### config.mk
export PLATFORM = sky130hd
export DESIGN_NAME = lsti_blend
export DESIGN_NICKNAME = d
export VERILOG_FILES = /design/src/sv/lsti_pkg.sv /design/src/sv/lsti_blend.sv
export SDC_FILE = /design/constraint.sdc
export NUM_CORES = 1
export LEC_CHECK = 0
export BUFFER_PORTS_ARGS = -buffer_cell sky130_fd_sc_hd__buf_4
export CORE_ASPECT_RATIO = 1.1
export CORE_MARGIN = 3
export CORE_UTILIZATION = 59
export CTS_CLUSTER_SIZE = 28
export DETAILED_ROUTE_END_ITERATION = 8
export HOLD_SLACK_MARGIN = 0.03
export PLACE_DENSITY_LB_ADDON = 0.3
export REMOVE_ABC_BUFFERS = 1
export SYNTH_ARGS = -nofsm -noshare
export SYNTH_HDL_FRONTEND = slang
export SYNTH_SLANG_ARGS = --single-unit
export TNS_END_PERCENT = 50
### constraint.sdc
create_clock -name clk -period 7.9 [get_ports clk]
set_input_delay 0.395 -clock clk [delete_from_list [all_inputs] [get_ports clk]]
set_output_delay 0.395 -clock clk [all_outputs]
set_load 0.02 [all_outputs]
### src/sv/lsti_pkg.sv
// lsti_pkg: types, constants and helpers for the looping sample table interpolator
// no dependencies
package lsti_pkg;

    localparam int TableDepth = 1024;
    localparam int IdxW       = $clog2(TableDepth);
    localparam int CountW     = IdxW + 1;

    localparam logic OP_WRITE = 1'b0;
    localparam logic OP_QUERY = 1'b1;

    localparam logic [1:0] REG_SAMPLE_COUNT = 2'd0;
    localparam logic [1:0] REG_SAMPLE_RATE  = 2'd1;
    localparam logic [1:0] REG_START_TIME   = 2'd2;
    localparam logic [1:0] REG_LOOP_ENABLE  = 2'd3;

    localparam logic [31:0] RATE_RESET = 32'd7864320;

    typedef struct packed {
        logic               opcode;
        logic [9:0]         entry_index;
        logic signed [31:0] value_x;
        logic signed [31:0] value_y;
        logic signed [31:0] value_z;
        logic signed [31:0] query_time;
    } in_item_t;

    typedef struct packed {
        logic signed [31:0] result_x;
        logic signed [31:0] result_y;
        logic signed [31:0] result_z;
        logic               table_empty;
    } out_item_t;

    typedef struct packed {
        logic signed [31:0] x;
        logic signed [31:0] y;
        logic signed [31:0] z;
    } sample_t;

    typedef struct packed {
        logic [CountW-1:0] count;
        logic [31:0]       rate;
        logic [31:0]       start;
        logic              loop_en;
    } cfg_t;

endpackage

### src/sv/lsti_blend.sv
// lsti_blend: one component of the linear blend, registered product with a combinational sum
// depends on lsti_pkg
module lsti_blend (
    input  logic               clk,
    input  logic               adv,
    input  logic signed [31:0] a,
    input  logic signed [31:0] b,
    input  logic [15:0]        frac,
    output logic signed [31:0] r
);
    import lsti_pkg::*;

    // a*(65536-f) + b*f = a*65536 + (b-a)*f
    logic signed [32:0] diff;
    logic signed [49:0] prod_reg;
    logic signed [31:0] a_reg;
    logic signed [49:0] sum;

    assign diff = 33'(b) - 33'(a);
    assign sum  = prod_reg + {{2{a_reg[31]}}, a_reg, 16'd0};
    assign r    = sum[47:16];

    always_ff @(posedge clk)
    begin
        if (adv)
        begin
            prod_reg <= diff * $signed({1'b0, frac});
            a_reg    <= a;
        end
    end
endmodule

# [Word-level counts from Yosys, hierarchy flattened]
# Cells that the tools add are included.
[classes] n_addsub=2 multipliers=1
[op_table] op="adder 48 bit" n=1
[op_table] op="multiplier 33 x 17 -> 48 bit" n=1
[op_table] op="subtractor 32 x 32 -> 33 bit" n=1
[word_totals] reg_bits=80 output_inout_bits=32 elab_cells=5

# [Logic depth before layout (Yosys ltp)]
# Gate-level depths: netlist of run 1.
[depth] depth_word=2 ltp_mapped=38 depth_no_buf=38

# [Least setup slack after synthesis of run 1]
# Ideal clock, no wire load.
[synth_path] path_type="in2reg" start="in b[0]" end="reg prod_reg[46], data pin" arrival_ps=7950 required_time_ps=7642 slack_ps=-308 path_stages=34 cell_sequence="inv_1 -> ha_1 -> fa_1 -> nand2b_1 -> a21boi_1 -> o21ai_1 -> a21oi_2 -> a21oi_1 -> o21bai_1 -> a21o_1 -> a21oi_1 -> xnor2_1 -> clkbuf_1 -> nand2_1 -> fa_1 -> fa_1 -> fa_1 -> inv_1 -> fa_1 -> fa_1 -> inv_1 -> fa_1 -> inv_1 -> ha_1 -> o21ai_1 -> a21oi_1 -> nand2_1 -> o21ai_1 -> a21oi_1 -> a31oi_1 -> a21oi_1 -> o31a_1 -> a211o_1 -> xnor2_1"
[synth_via] elab_chain_len=2
[synth_lines] element="start, declared" line_no="lsti_blend.sv:7" rtl="input logic signed [31:0] b,"
[synth_lines] element="subtractor 32 x 32 -> 33 bit" line_no="lsti_blend.sv:19" rtl="assign diff = 33'(b) - 33'(a);"
[synth_lines] element="multiplier 33 x 17 -> 48 bit" line_no="lsti_blend.sv:27" rtl="prod_reg <= diff * $signed({1'b0, frac});"
[synth_lines] element="end signal, assigned" line_no="lsti_blend.sv:27"
[synth_lines] element="end, declared" line_no="lsti_blend.sv:15" rtl="logic signed [49:0] prod_reg;"
# Every way passes these cells.
# A chain may end at the register's enable or synchronous reset.

# [Worst setup path after layout of run 1]
# Ends and elaborated chain as after synthesis.

==> results of run 1 <==
## metal layers
layer	vias up	global-route usage, %	share of wire [%]
li1	8361	-	-
met1	9452	32.7	35
met2	670	58.2	54
met3	254	3.96	5.0
met4	0	15.7	6.4
met5	-	0	0
## per-stage QoR
stage	instances	hold WS, ns	cell area (um2)
2_1_floorplan	2467	0.494	22800
3_3_place_gp	3354	0.584	26400
3_5_place_dp	3354	0.585	26400
4_1_cts	3399	0.226	27400
5_1_grt	3414	0.225	27900
6_report	3415	0.232	27900
## final cells by class
cell class | instances | area (um2)
multi-input combinational | 1767 | 19200
fill | 2661 | 10600
timing repair buffer | 431 | 3480
inverter | 636 | 2390
sequential | 64 | 1920
tap | 500 | 626
clock buffer | 10 | 229
clock inverter | 5 | 25.0
antenna | 2 | 5.00
## placed cells by master (no fill, tap or decap), drive strengths merged, types with 3 or more instances in the layout
cell type    n
o21a        15
edfxtp      64
nor4         4
nand2      317
xor2        23
buf        429
inv        636
and3         9
a21o        51
nor2b       28
o21bai      17
nand2b      34
and2       226
o31a         3
o21ai       46
o211ai       5
mux2i        5
nand4        9
a21oi       88
nand3       16
o22ai        4
fa         491
nor2        48
a31oi        7
mux2        11
ha         175
clkinv       4
a311oi       3
a211oi       5
xnor2       75
a21boi       6
clkbuf      11
nor3        12
## final timing paths
check	from	to	slack, ns
worst min-delay path	a[28]	a_reg[28]	0.23
worst max-delay path	b[0]	prod_reg[46]	-0.37
## cell usage after synthesis, types with 5 or more instances
library cell    n  share of area [%]
o21ai_1        12               0.26
edfxtp_1       64                8.3
mux2i_1         5               0.22
and3_1          9               0.24
ha_1          175                9.5
xor2_1         22               0.83
clkbuf_1       80                1.3
buf_2           5               0.11
nand3_1        16               0.35
inv_1         636                 10
nor2b_1        27               0.73
nand4_1         9               0.24
mux2_2          7               0.34
and2_1        225                6.1
o21a_1         15               0.49
nand2_1       317                5.1
nand2b_1       34               0.92
o21bai_1       17               0.55
a31oi_1         5               0.14
o21ai_0        33               0.71
xnor2_1        74                2.8
nor2_1         48               0.78
a21o_1         51                1.7
fa_1          491                 42
a21oi_1        85                1.8
nor3_1         12               0.26
o211ai_1        5               0.16
## cells by family (layout without fill, tap and decap cells)
logic type,Yosys count,count (layout),share of synthesized area [%]
adder cells (fa/ha/maj),666,666,51.9
XOR/XNOR,98,98,3.77
other,0,2,0
flip-flops,64,64,8.30
multiplexers,16,16,0.751
AO/OA/AOI/OAI,271,271,7.94
AND/OR/NAND/NOR,716,716,15.4
buffers and inverters,728,1082,12.0
## repair_timing
item                       in CTS  in global routing
setup endpoints to repair      20                 22
gates cloned                    2                  1
setup buffers                  28                 13
gates resized for setup        96                 78
pin swaps                      77                 86
==> flow_summary.yaml, run 1 <==
routing:
  wirelength_mm: 62.6
  vias: 18700
  wl_per_cell_um: 18.3
  vias_per_cell: 5.49
  drt-initial-drc-count: 946
  drc: 0
  firstDrtPassIters: 6
  antenna_left: 0
cts:
  cts_tree: "done"
  clockBufferDepth: 2
  path_clk_slew_ns: 0.05
  cts.hold.buffers_added: 0
  cts-root-buf: "clkbuf_16"
  htreeDepth: 3
  numCtsBuffers: 9
  cts_sinks: 64
synthesis:
  synth_ff_type: "edfxtp_1"
  async_flop_share_pct: 0
  synthCells: 2559
  yosys_register_bits: 64
  yosysWarnings: 0
  netlist_area_um2: 23200
  synth_edf_count: 64
  avgSynthCellArea_um2: 9.05
  yosysSeqAreaShare_pct: 8.30
  ys_types: 77
floorplan:
  start_util_pct: 60.2
  ioPinCount: 114
  fp.dieW_um: 195
  die_area_um2: 41700
  rows: 75
  dieHeight_um: 214
  coreArea_um2: 38500
global_routing:
  gr-total-overflow: 0
  grt_max_degree: 65
  grt_pass1_wl_mm: 101
  antenna_found_initial: 2
  grt_pass1_vias: 21000
  grt_usage_pct: 30.3
timing:
  fmax_mhz: 121
  finalHoldViolCount: 0
  fin_crit_ns: 8.27
  slew_violations: 0
  worst_pin_slew_ns: 0.865
  setup_ws_ns: -0.369
  setup_viol: 14
  finalCritPeriodShare_pct: 105
  finalSetupTns_ns: -2.61
  max-slew-margin-rel_pct: 42.3
  grt_setup_unrepaired: "yes"
setup_path:
  crit_buf_inv: 9
  arrival_ns: 8.37
  cpLargestDelayFamily: "adder cells"
  crit_type: "primary input to flip-flop"
  critical-path-slowest-cell: "fa_2"
  startpoint_type: "primary input"
  crit_fanout: 10
  cp-end-kind: "flip-flop"
  cp.required_ns: 8.00
  cp_common_cell: "fa_1"
  critical_path_depth: 36
  crit_path_max_incr_delay_ns: 0.59
placed_design:
  gp_congestion: 0.929
  dp_slack_ns: -1.03
  portBuffers: 113
  dp_hpwl_mm: 48.5
cells_and_area:
  utilization_pct: 72.5
  finalNetCount: 3657
  final_layout_size_suffix_gt1_share_pct: 20.2
  syn_to_final_growth_pct: 20.4
status:
  run_status: "complete, but fails checks"
  violations: "negative setup slack"
hold_path:
  worstHoldPathCells: 1
  min-delay-path-class: "primary input to flip-flop"
flow_run:
  maxCapViolations: 0
Power of run 1 is not shown: default switching activity piles up to over one toggle a cycle in this logic, so the estimate is an artifact.
==> inputs of run 2 (changes only) <==
--- a/config.mk
+++ b/config.mk
@@ -13,7 +13,6 @@
 export DETAILED_ROUTE_END_ITERATION = 8
 export HOLD_SLACK_MARGIN = 0.03
 export PLACE_DENSITY_LB_ADDON = 0.3
-export REMOVE_ABC_BUFFERS = 1
 export SYNTH_ARGS = -nofsm -noshare
 export SYNTH_HDL_FRONTEND = slang
 export SYNTH_SLANG_ARGS = --single-unit
==> run 2 against run 1 <==
Net effect:
- the run still ends with negative setup slack left
- hold slack gained 0.010 ns
- setup slack better by 0.16 ns
- die area unchanged
- global-route usage up 0.38 points
- sequential share of layout area is 0.055 points higher
- largest cell class unchanged
- highest routed layer unchanged
==> flow_summary.yaml, run 2 (synthesis results as in run 1) <==
routing:
  wl_per_cell_um: 18.3
  wirelength_mm: 62.5
  drt-initial-drc-count: 1042
  antenna_left: 0
  firstDrtPassIters: 5
  vias_per_cell: 5.47
  drc: 0
  vias: 18700
global_routing:
  gr-total-overflow: 0
  grt_pass1_vias: 21100
  grt_pass1_wl_mm: 102
  grt_max_degree: 65
  antenna_found_initial: 0
  grt_usage_pct: 30.7
status:
  run_status: "complete, but fails checks"
  violations: "negative setup slack"
cts:
  htreeDepth: 3
  cts_sinks: 64
  cts-root-buf: "clkbuf_16"
  path_clk_slew_ns: 0.06
  cts_tree: "done"
  cts.hold.buffers_added: 0
  numCtsBuffers: 9
  clockBufferDepth: 2
timing:
  finalCritPeriodShare_pct: 103
  fin_crit_ns: 8.11
  grt_setup_unrepaired: "yes"
  setup_ws_ns: -0.206
  setup_viol: 10
  fmax_mhz: 123
  worst_pin_slew_ns: 0.870
  max-slew-margin-rel_pct: 42.0
  finalSetupTns_ns: -0.752
  timing.hold.ws_ns: 0.242
  finalHoldViolCount: 0
  slew_violations: 0
floorplan:
  coreArea_um2: 38500
  fp.dieW_um: 195
  start_util_pct: 60.2
  rows: 75
  ioPinCount: 114
  dieHeight_um: 214
  die_area_um2: 41700
hold_path:
  min_from: "a[22]"
  min-delay-path-class: "primary input to flip-flop"
placed_design:
  post_dp_cell_area_um2: 26500
  gp_congestion: 0.935
  dp_hpwl_mm: 49.8
  portBuffers: 113
cells_and_area:
  utilization_pct: 71.9
  multiInputGateArea_um2: 19000
  diodes: 0
  finalNetCount: 3656
  layout_commonest_cell: "inv_1"
  seq_area_um2: 1920
  final_area_um2: 27700
  nFillCells: 2805
  final_cell_mix: "inv_1 (628), fa_1 (476), buf_4 (406)"
  final_layout_size_suffix_gt1_share_pct: 19.5
  syn_to_final_growth_pct: 19.4
setup_path:
  startpoint_type: "primary input"
  cp.required_ns: 7.99
  arrival_ns: 8.19
  startpoint: "a[1]"
  cp_common_cell: "fa_1"
  crit_fanout: 6
  crit_path_max_incr_delay_ns: 0.59
  cp-end-kind: "flip-flop"
  critical-path-slowest-cell: "or4_1"
  crit_type: "primary input to flip-flop"
synthesis:
  syn_nets: 3307
flow_run:
  maxCapViolations: 0
==> run 2: changes by cell type in the layout (fill, tap and decap cells not counted), moves of 3 or more <==
| cell | delta |
|---|---|
| and2_1 | +3 |
| ha_1 | +7 |
| ha_4 | -7 |
| buf_4 | +4 |
| and2_4 | -3 |
==> run 2: routing by layer <==
metal | GRT usage [%] | routed length [um] | vias up
met5 | 0 | 0 | -
met1 | 34.6 | 22000 | 9443
met4 | 17.2 | 4090 | 0
met3 | 3.10 | 2990 | 229
met2 | 57.2 | 33500 | 646
li1 | - | - | 8355
==> run 2: worst paths after layout <==
| check | endpoint | slack (ns) | cells past startpoint |
|---|---|---|---|
| worst max-delay path | prod_reg[47] | -0.21 | 33 |
| worst min-delay path | a_reg[22] | 0.24 | 1 |
==> run 2: critical path: cells and delay by family <==
family / cells / cell delay [ns]
AOI/OAI and AO/OA: 8 / 1.56
xor gates and xnor gates: 2 / 0.25
adders and majority gates: 8 / 3.66
buffers and inverters: 9 / 1.01
and+or+nand+nor: 6 / 1.30
==> run 2: repair_timing <==
| action | CTS | global route |
|---|---|---|
| buffers inserted | 32 | 6 |
| pin swaps | 71 | 32 |
| setup endpoints to repair | 17 | 24 |
| gates cloned | 1 | 1 |
| endpoints found under the hold margin | 0 | 0 |
| gates resized for setup | 70 | 60 |
==> run 2: final cells by class <==
class	instances	area share (%)
clock buffers	10	0.828
clock inverters	5	0.262
inverters	636	8.63
multi-input cells	1767	68.8
flip-flops and latches	64	6.95
well taps	500	2.26
repair buffers	430	12.3
==> run 2: per-stage QoR <==
| step | setup WS, ns | std cells |
|---|---|---|
| after floorplan | -0.0208 | 2559 |
| after global placement | -0.650 | 3357 |
| after detailed placement | -0.869 | 3357 |
| after CTS | 0.000173 | 3405 |
| after global routing | -0.459 | 3412 |
| final | -0.206 | 3412 |
Power of run 2 is left out for the same reason.
