`src/sv/lsti_pkg.sv`:
```
// lsti_pkg: types, constants and helpers for the looping sample table interpolator
// no dependencies
package lsti_pkg;

    localparam int TableDepth = 1024;
    localparam int IdxW       = $clog2(TableDepth);
    localparam int CountW     = IdxW + 1;

    localparam logic OP_WRITE = 1'b0;
    localparam logic OP_QUERY = 1'b1;

    localparam logic [1:0] REG_SAMPLE_COUNT = 2'd0;
    localparam logic [1:0] REG_SAMPLE_RATE  = 2'd1;
    localparam logic [1:0] REG_START_TIME   = 2'd2;
    localparam logic [1:0] REG_LOOP_ENABLE  = 2'd3;

    localparam logic [31:0] RATE_RESET = 32'd7864320;

    typedef struct packed {
        logic               opcode;
        logic [9:0]         entry_index;
        logic signed [31:0] value_x;
        logic signed [31:0] value_y;
        logic signed [31:0] value_z;
        logic signed [31:0] query_time;
    } in_item_t;

    typedef struct packed {
        logic signed [31:0] result_x;
        logic signed [31:0] result_y;
        logic signed [31:0] result_z;
        logic               table_empty;
    } out_item_t;

    typedef struct packed {
        logic signed [31:0] x;
        logic signed [31:0] y;
        logic signed [31:0] z;
    } sample_t;

    typedef struct packed {
        logic [CountW-1:0] count;
        logic [31:0]       rate;
        logic [31:0]       start;
        logic              loop_en;
    } cfg_t;

endpackage

```
`src/sv/lsti_index.sv`:
```
// lsti_index: time to table position pipeline (multiply, wrap or clamp)
// depends on lsti_pkg
module lsti_index (
    input  logic                         clk,
    input  logic                         rst_n,
    input  logic                         adv,
    input  logic                         in_valid,
    input  logic                         in_query,
    input  logic signed [31:0]           in_time,
    input  lsti_pkg::cfg_t               cfg,
    output logic                         out_valid,
    output logic                         out_query,
    output logic                         out_empty,
    output logic [lsti_pkg::IdxW-1:0]    out_i,
    output logic [lsti_pkg::IdxW-1:0]    out_inext,
    output logic [15:0]                  out_frac
);
    import lsti_pkg::*;

    // stage 1: delta, clip count, two 32x16 partial products
    logic              v1_reg, q1_reg, before1_reg, empty1_reg;
    logic [CountW-1:0] cnt1_reg;
    logic [47:0]       p0_reg, p1_reg;
    // stage 2: sum to 64-bit position
    logic              v2_reg, q2_reg, before2_reg, empty2_reg;
    logic [CountW-1:0] cnt2_reg;
    logic [31:0]       ip2_reg;
    logic [15:0]       fr2_reg;
    // stages 3 to 6: ipart % count by a 32-step restoring pass, 8 steps per stage
    localparam int ModStages = 4;
    localparam int StepsPer  = 32 / ModStages;

    logic signed [32:0] delta;
    logic [CountW-1:0]  cnt_clip;
    logic [63:0]        pos;

    // start time is signed, so both operands are sign-extended
    assign delta    = 33'(in_time) - 33'($signed(cfg.start));
    assign cnt_clip = (cfg.count > CountW'(TableDepth)) ? CountW'(TableDepth) : cfg.count;
    assign pos      = {16'd0, p0_reg} + {p1_reg, 16'd0};

    always_ff @(posedge clk or negedge rst_n)
    begin
        if (!rst_n)
        begin
            v1_reg <= 1'b0;
            v2_reg <= 1'b0;
        end
        else if (adv)
        begin
            v1_reg <= in_valid;
            v2_reg <= v1_reg;
        end
    end

    always_ff @(posedge clk)
    begin
        if (adv)
        begin
            q1_reg      <= in_query;
            before1_reg <= delta[32];
            empty1_reg  <= (cnt_clip == '0);
            cnt1_reg    <= cnt_clip;
            p0_reg      <= delta[31:0] * cfg.rate[15:0];
            p1_reg      <= delta[31:0] * cfg.rate[31:16];
            q2_reg      <= q1_reg;
            before2_reg <= before1_reg;
            empty2_reg  <= empty1_reg;
            cnt2_reg    <= cnt1_reg;
            ip2_reg     <= pos[63:32];
            fr2_reg     <= pos[31:16];
        end
    end

    // restoring remainder pipeline
    logic              mv_reg [ModStages];
    logic              mq_reg [ModStages];
    logic              mb_reg [ModStages];
    logic              me_reg [ModStages];
    logic              ml_reg [ModStages];
    logic [CountW-1:0] mc_reg [ModStages];
    logic [31:0]       mn_reg [ModStages];
    logic [CountW-1:0] mr_reg [ModStages];
    logic [15:0]       mf_reg [ModStages];
    logic [31:0]       mi_reg [ModStages];
    logic              loop_q;

    assign loop_q = cfg.loop_en;

    for (genvar s = 0; s < ModStages; s++)
    begin : g_mod
        logic              pv, pq, pb, pe, pl;
        logic [CountW-1:0] pc, pr_in;
        logic [31:0]       pn, pi;
        logic [15:0]       pf;
        logic [CountW-1:0] r_out;
        logic [31:0]       n_out;

        if (s == 0)
        begin : g_first
            assign pv = v2_reg; assign pq = q2_reg; assign pb = before2_reg;
            assign pe = empty2_reg; assign pl = loop_q; assign pc = cnt2_reg;
            assign pn = ip2_reg; assign pr_in = '0; assign pf = fr2_reg;
            assign pi = ip2_reg;
        end
        else
        begin : g_rest
            assign pv = mv_reg[s-1]; assign pq = mq_reg[s-1]; assign pb = mb_reg[s-1];
            assign pe = me_reg[s-1]; assign pl = ml_reg[s-1]; assign pc = mc_reg[s-1];
            assign pn = mn_reg[s-1]; assign pr_in = mr_reg[s-1]; assign pf = mf_reg[s-1];
            assign pi = mi_reg[s-1];
        end

        always_comb
        begin
            logic [CountW:0] t;
            r_out = pr_in;
            n_out = pn;
            for (int k = 0; k < StepsPer; k++)
            begin
                t = {r_out, n_out[31]};
                n_out = {n_out[30:0], 1'b0};
                if (t >= {1'b0, pc})
                    t = t - {1'b0, pc};
                r_out = t[CountW-1:0];
            end
        end

        always_ff @(posedge clk or negedge rst_n)
        begin
            if (!rst_n)
                mv_reg[s] <= 1'b0;
            else if (adv)
                mv_reg[s] <= pv;
        end

        always_ff @(posedge clk)
        begin
            if (adv)
            begin
                mq_reg[s] <= pq; mb_reg[s] <= pb; me_reg[s] <= pe; ml_reg[s] <= pl;
                mc_reg[s] <= pc; mn_reg[s] <= n_out; mr_reg[s] <= r_out;
                mf_reg[s] <= pf; mi_reg[s] <= pi;
            end
        end
    end

    // final selection
    localparam int L = ModStages - 1;
    logic [CountW-1:0] last, i_sel, n_sel;
    logic              i_ovf;

    always_comb
    begin
        last  = mc_reg[L] - CountW'(1);
        i_ovf = (mi_reg[L] > 32'(last));
        if (mb_reg[L])
        begin
            i_sel = '0;
            n_sel = '0;
        end
        else if (ml_reg[L])
        begin
            i_sel = mr_reg[L];
            n_sel = (mr_reg[L] == last) ? '0 : mr_reg[L] + CountW'(1);
        end
        else
        begin
            i_sel = i_ovf ? last : mi_reg[L][CountW-1:0];
            n_sel = (i_sel >= last) ? last : i_sel + CountW'(1);
        end
    end

    assign out_valid = mv_reg[L];
    assign out_query = mq_reg[L];
    assign out_empty = me_reg[L];
    assign out_i     = i_sel[IdxW-1:0];
    assign out_inext = n_sel[IdxW-1:0];
    assign out_frac  = mb_reg[L] ? 16'd0 : mf_reg[L];
endmodule

```
`config.mk`:
```
export PLATFORM = sky130hd
export DESIGN_NAME = lsti_index
export DESIGN_NICKNAME = d
export VERILOG_FILES = /design/src/sv/lsti_pkg.sv /design/src/sv/lsti_index.sv
export SDC_FILE = /design/constraint.sdc
export NUM_CORES = 2
export LEC_CHECK = 0
export ABC_AREA = 0
export BUFFER_PORTS_ARGS = -buffer_cell sky130_fd_sc_hd__buf_2
export CORE_MARGIN = 5
export CORE_UTILIZATION = 66
export CTS_CLUSTER_DIAMETER = 60
export DETAILED_ROUTE_END_ITERATION = 8
export GPL_ROUTABILITY_DRIVEN = 0
export PLACE_DENSITY = 0.85
export SLEW_MARGIN = 15
export SYNTH_ARGS = -nofsm -noshare
export SYNTH_HDL_FRONTEND = slang
export SYNTH_SLANG_ARGS = --single-unit
```
`constraint.sdc`:
```
create_clock -name clk -period 24.1 [get_ports clk]
set_clock_uncertainty 0.1 [all_clocks]
set_input_delay 2.41 -clock clk [delete_from_list [all_inputs] [get_ports clk]]
set_output_delay 2.41 -clock clk [all_outputs]
set_load 0.02 [all_outputs]
```
# == Word-level counts from Yosys, hierarchy flattened ==
# Memory sizes are Yosys's and may differ from the RTL's.
# Cells that the tools add are included.
# W data, S select, Z words.
# classes
addsub,37
mul,2
n_lt_le_gt_ge,35
n_eq_ne,1
n_mux,43
n_reduce_logical,1
# ops
op,count
$mux W11,34
$ge A12 B11 Y1,31
$sub A11 B11 Y11,31
$mul A32 B16 Y48,2
$add A48 B64 Y64,1
$mux W10,6
$sub A32 B32 Y33,1
$gt A32 B11 Y1,1
$add A10 B1 Y10 const B,2
$mux W16,1
$eq A11 B11 Y1,1
$ge A1 B11 Y1,1
$ge A11 B11 Y1,1
$gt A11 B11 Y1 const B,1
$logic_not A11 Y1,1
$sub A1 B11 Y11,1
$sub A11 B1 Y11 const B,1
$mux W1,2
# totals
register_bits,178
ram_bits,392
inputBits,113
output_inout_bits,39
wordCells,146
memories,9
# mem_list
memory,words,word_bits,read_ports,rd_ports_with_merged_regs,write_ports,line_no,text
mi_reg,4,32,4,0,4,lsti_index.sv:85,logic [31:0] mi_reg [ModStages];
mn_reg,4,24,3,0,4,lsti_index.sv:82,logic [31:0] mn_reg [ModStages];
mf_reg,4,16,4,0,4,lsti_index.sv:84,logic [15:0] mf_reg [ModStages];
mc_reg,4,11,4,0,4,lsti_index.sv:81,logic [CountW-1:0] mc_reg [ModStages];
mr_reg,4,11,4,0,4,lsti_index.sv:83,logic [CountW-1:0] mr_reg [ModStages];
mb_reg,4,1,4,0,4,lsti_index.sv:78,logic mb_reg [ModStages];
3 more memories,--,--,--,--,--,--,

# == Depth between registers and ports, before layout ==
# An unclocked memory read counts as a cell.
# logic_depth
ltp_word,17
mapped_depth,98
depth_no_buf,87

# == Worst setup path after synthesis ==
# OpenSTA, ideal clock, no wires.
# synth_timing
path_type,reg-to-reg
startpoint,memory mc_reg[1][0] (netlist bit)
endpoint,memory mr_reg[2][10] (netlist bit) (data pin)
setup_ns,0.261
arrival_ns,19.733
t_required_ns,23.739
path_slack_ns,4.006
path_stages_with_launch,93
path_buffers,10
synth_period_minus_slack_ns,20.094
path_cell_list,edfxtp_1 -> ha_1 -> fa_1 -> nand2b_1 -> a211oi_1 -> o31ai_1 -> nand3_1 -> clkbuf_1 -> a21oi_1 -> fa_1 -> a21o_1 -> a21oi_1 -> a21oi_1 -> o41a_1 -> a311oi_2 -> buf_2 -> mux2_2 -> ha_1 -> [57 not listed] -> buf_2 -> buf_2 -> mux2_2 -> ha_1 -> nor2b_1 -> o21ai_0 -> a21boi_0 -> o21ai_0 -> a21boi_0 -> o21ai_0 -> a21boi_0 -> o21ai_0 -> a21boi_0 -> nor3b_1 -> nand3b_1 -> o21a_1 -> buf_2 -> a221o_1
# synth_lines
element,line_no
start: declaration,lsti_index.sv:81
end: declaration,lsti_index.sv:83

==> reports/summary.txt <==
Clock Pin Slew Worst Setup and Hold Paths -> 0.07 ns
Final hold vios -> 0
Synth warnings -> 0
Layout cell share with drive strength beyond 1 -> 7.184%
Max-cap violations -> 0
GR Util met1 -> 40.08%
Synthesized net count -> 8985
Post-Synthesis Cells -> 7335
First-pass GRT wire length -> 285900 microns
Gr usage total -> 31.43%
DP HPWL -> 130700 microns
Layout Nets -> 8978
CP endpoint kind -> flip-flop
GR peak layer -> met2
Max Clock Freq -> 44.19 MHz
Most frequent CP cell -> a21oi_1
Mean area per synthesized cell -> 9.362 sq um
DRT Wirelength -> 175500 microns
FILL cells -> 7270
Final setup vio count -> 0
Core box area -> 103500 sq um
Antenna violations before repair -> 7
CP required -> 24.34 ns
DR WL/cell -> 20.06 microns
Remaining global-route overflow -> 0
Setup TNS Final -> 0 ns
Num Clock Sinks -> 458
Post-route cell area -> 72440 sq um
Max reg flops -> 128
Sequential share of the synthesized area -> 19.99%
DRC violations left -> 0
Setup crit start -> mc_reg[1][1]
CTS root buffer -> clkbuf_16
Worst Max-Slew Pin Slew -> 1.095 ns
Vias -> 54648
Post-synthesis cell type count -> 94
Pin count of the biggest net entering global routing -> 186
Die footprint -> 110600 sq um
Worst reg-to-reg setup slack -> 1.47 ns
Post-synth top cells -> 1084 x inv_1, 989 x nand2_1, 868 x fa_1, 669 x ha_1, 452 x edfxtp_1
Number of H-tree levels -> 2
R2R Path Start -> mc_reg[1][1]
Slowest CP cell -> o31ai_2
Remaining antenna violation count -> 0
Max stage delay on crit path -> 0.61 ns
Vias in the first global route -> 57232
Number of port buffers -> 151
Synth-to-layout area growth -> 5.488%
Syn Std Cell Area -> 68670 sq um
R2r endpoint -> mr_reg[2][9]
Num CTS Buffers -> 45
CTS max path bufs -> 3
Top_reg_cell synth -> edfxtp_1
CTS tree -> done
Synth top area share -> 25.31%
Worst hold path type -> reg2reg
Number of synthesized flops with an enable pin -> 452
Die width -> 332.6 microns
Asr flop ratio synth -> 1.310%
Row cnt -> 118
Post-DP Area -> 70770 sq um
Yosys reg bits -> 458
Most common cell in the synthesized netlist -> inv_1
DRT iter0 DRCs -> 5069
Met3 usage -> 6.731%
Slew Viols, Final -> 0
Worst-Skew Late Latency -> 0.60 ns
Status -> finished, final reports clean
R2R depth -> 85
IO Count -> 152
End point of the critical path -> mr_reg[2][9]
Synth area leaders -> fa_1 25%, edfxtp_1 20%, ha_1 12%, inv_1 5.9%, nand2_1 5.4%
Slew headroom -> 26.67%
Global Route met2 Usage -> 52.13%
Worst Hold Launch -> cnt1_reg[1]
Initial DRT Pass Iterations -> 9
Critical Path AT -> 22.87 ns
Initial Util -> 66.35%
CP startpoint kind -> flip-flop
Period utilisation layout -> 93.89%
Drt via density -> 6.245
RSZ-0062 raised after global routing -> no
Crit path kind -> reg2reg
Area leader, netlist -> fa_1
Hold buffers post-CTS -> 0
Tmin final -> 22.63 ns
Crit Path Max Fanout -> 23
Chip height -> 332.6 microns
==> worst min path at each step <==
stage	cells past startpoint	to
after global placement	0	mf_reg[2][2]
after CTS	0	cnt2_reg[1]
after global routing	0	mi_reg[3][11]
final	0	cnt2_reg[1]
after floorplan	0	before2_reg
after detailed placement	0	me_reg[2]
==> area by class of cell <==
type                       instances  area, sq um  share of cell area [%]
antenna                            6        15.01                 0.02073
clock buffer                      52         1152                   1.591
clock inverter                    31        430.4                  0.5942
inverter                        1084         4073                   5.622
multi-input combinational       5534        50130                   69.21
sequential                       458        13720                   18.95
tap                             1380         1727                   2.384
timing repair buffer             205         1184                   1.634
==> per-layer routing <==
| layer | up-vias | share of wire, % |
|---|---|---|
| met2 | 3180 | 47 |
| met1 | 26368 | 37 |
| met3 | 734 | 11 |
| met4 | 2 | 4.9 |
| met5 | - | 0.0074 |
| li1 | 24364 | - |
==> cells by family after synthesis <==
logic type,synth area share (%)
XOR/XNOR,4.860
AO/OA/AOI/OAI,10.93
flip-flops,19.99
buffers and inverters,7.383
multiplexers,4.204
adder cells (fa/ha/maj),37.50
AND/OR/NAND/NOR,15.14
==> metrics by stage <==
| stage | worst slack (ns) | std cells | hold WS (ns) | util [%] |
|---|---|---|---|---|
| 5_1_grt | 0.04178 | 8745 | 0.3237 | 69.98 |
| 3_3_place_gp | 2.094 | 8657 | 0.3003 | 68.38 |
| 3_5_place_dp | 1.129 | 8657 | 0.3045 | 68.38 |
| 2_1_floorplan | 4.006 | 7335 | 0.3003 | - |
| 4_1_cts | 0.8678 | 8740 | 0.3170 | 69.91 |
| 6_report | 1.472 | 8750 | 0.3144 | 69.99 |
==> layout by cell type, fill, tap and decap left out, types with 101 or more instances in the layout <==
cell type	netlist	final
inv_1	1084	1083
nand2_1	989	989
fa_1	868	868
ha_1	669	669
edfxtp_1	452	452
nor2_1	362	359
a21oi_1	314	314
and2_1	255	256
xnor2_1	233	210
o21ai_0	204	204
mux2_2	162	162
buf_2	17	150
a21o_1	144	144
xor2_1	148	143
nor2b_1	129	129
nor3_1	101	101
==> critical path, delay by kind of cell (launching register included) <==
family	cells	cell delay, ns
AND/OR/NAND/NOR	16	3.84
flip-flops	1	0.55
adder cells (fa/ha/maj)	8	3.28
AO/OA/AOI/OAI	52	11.78
buffers and inverters	4	1.14
multiplexers	5	1.64
==> what timing repair did <==
action,4_1_cts,5_1_grt
buffers inserted,0,4
endpoints found under the setup margin,0,31
gates resized for setup,0,7
Power is not shown: default switching activity piles up to over one toggle a cycle in this logic, so the estimate is an artifact.
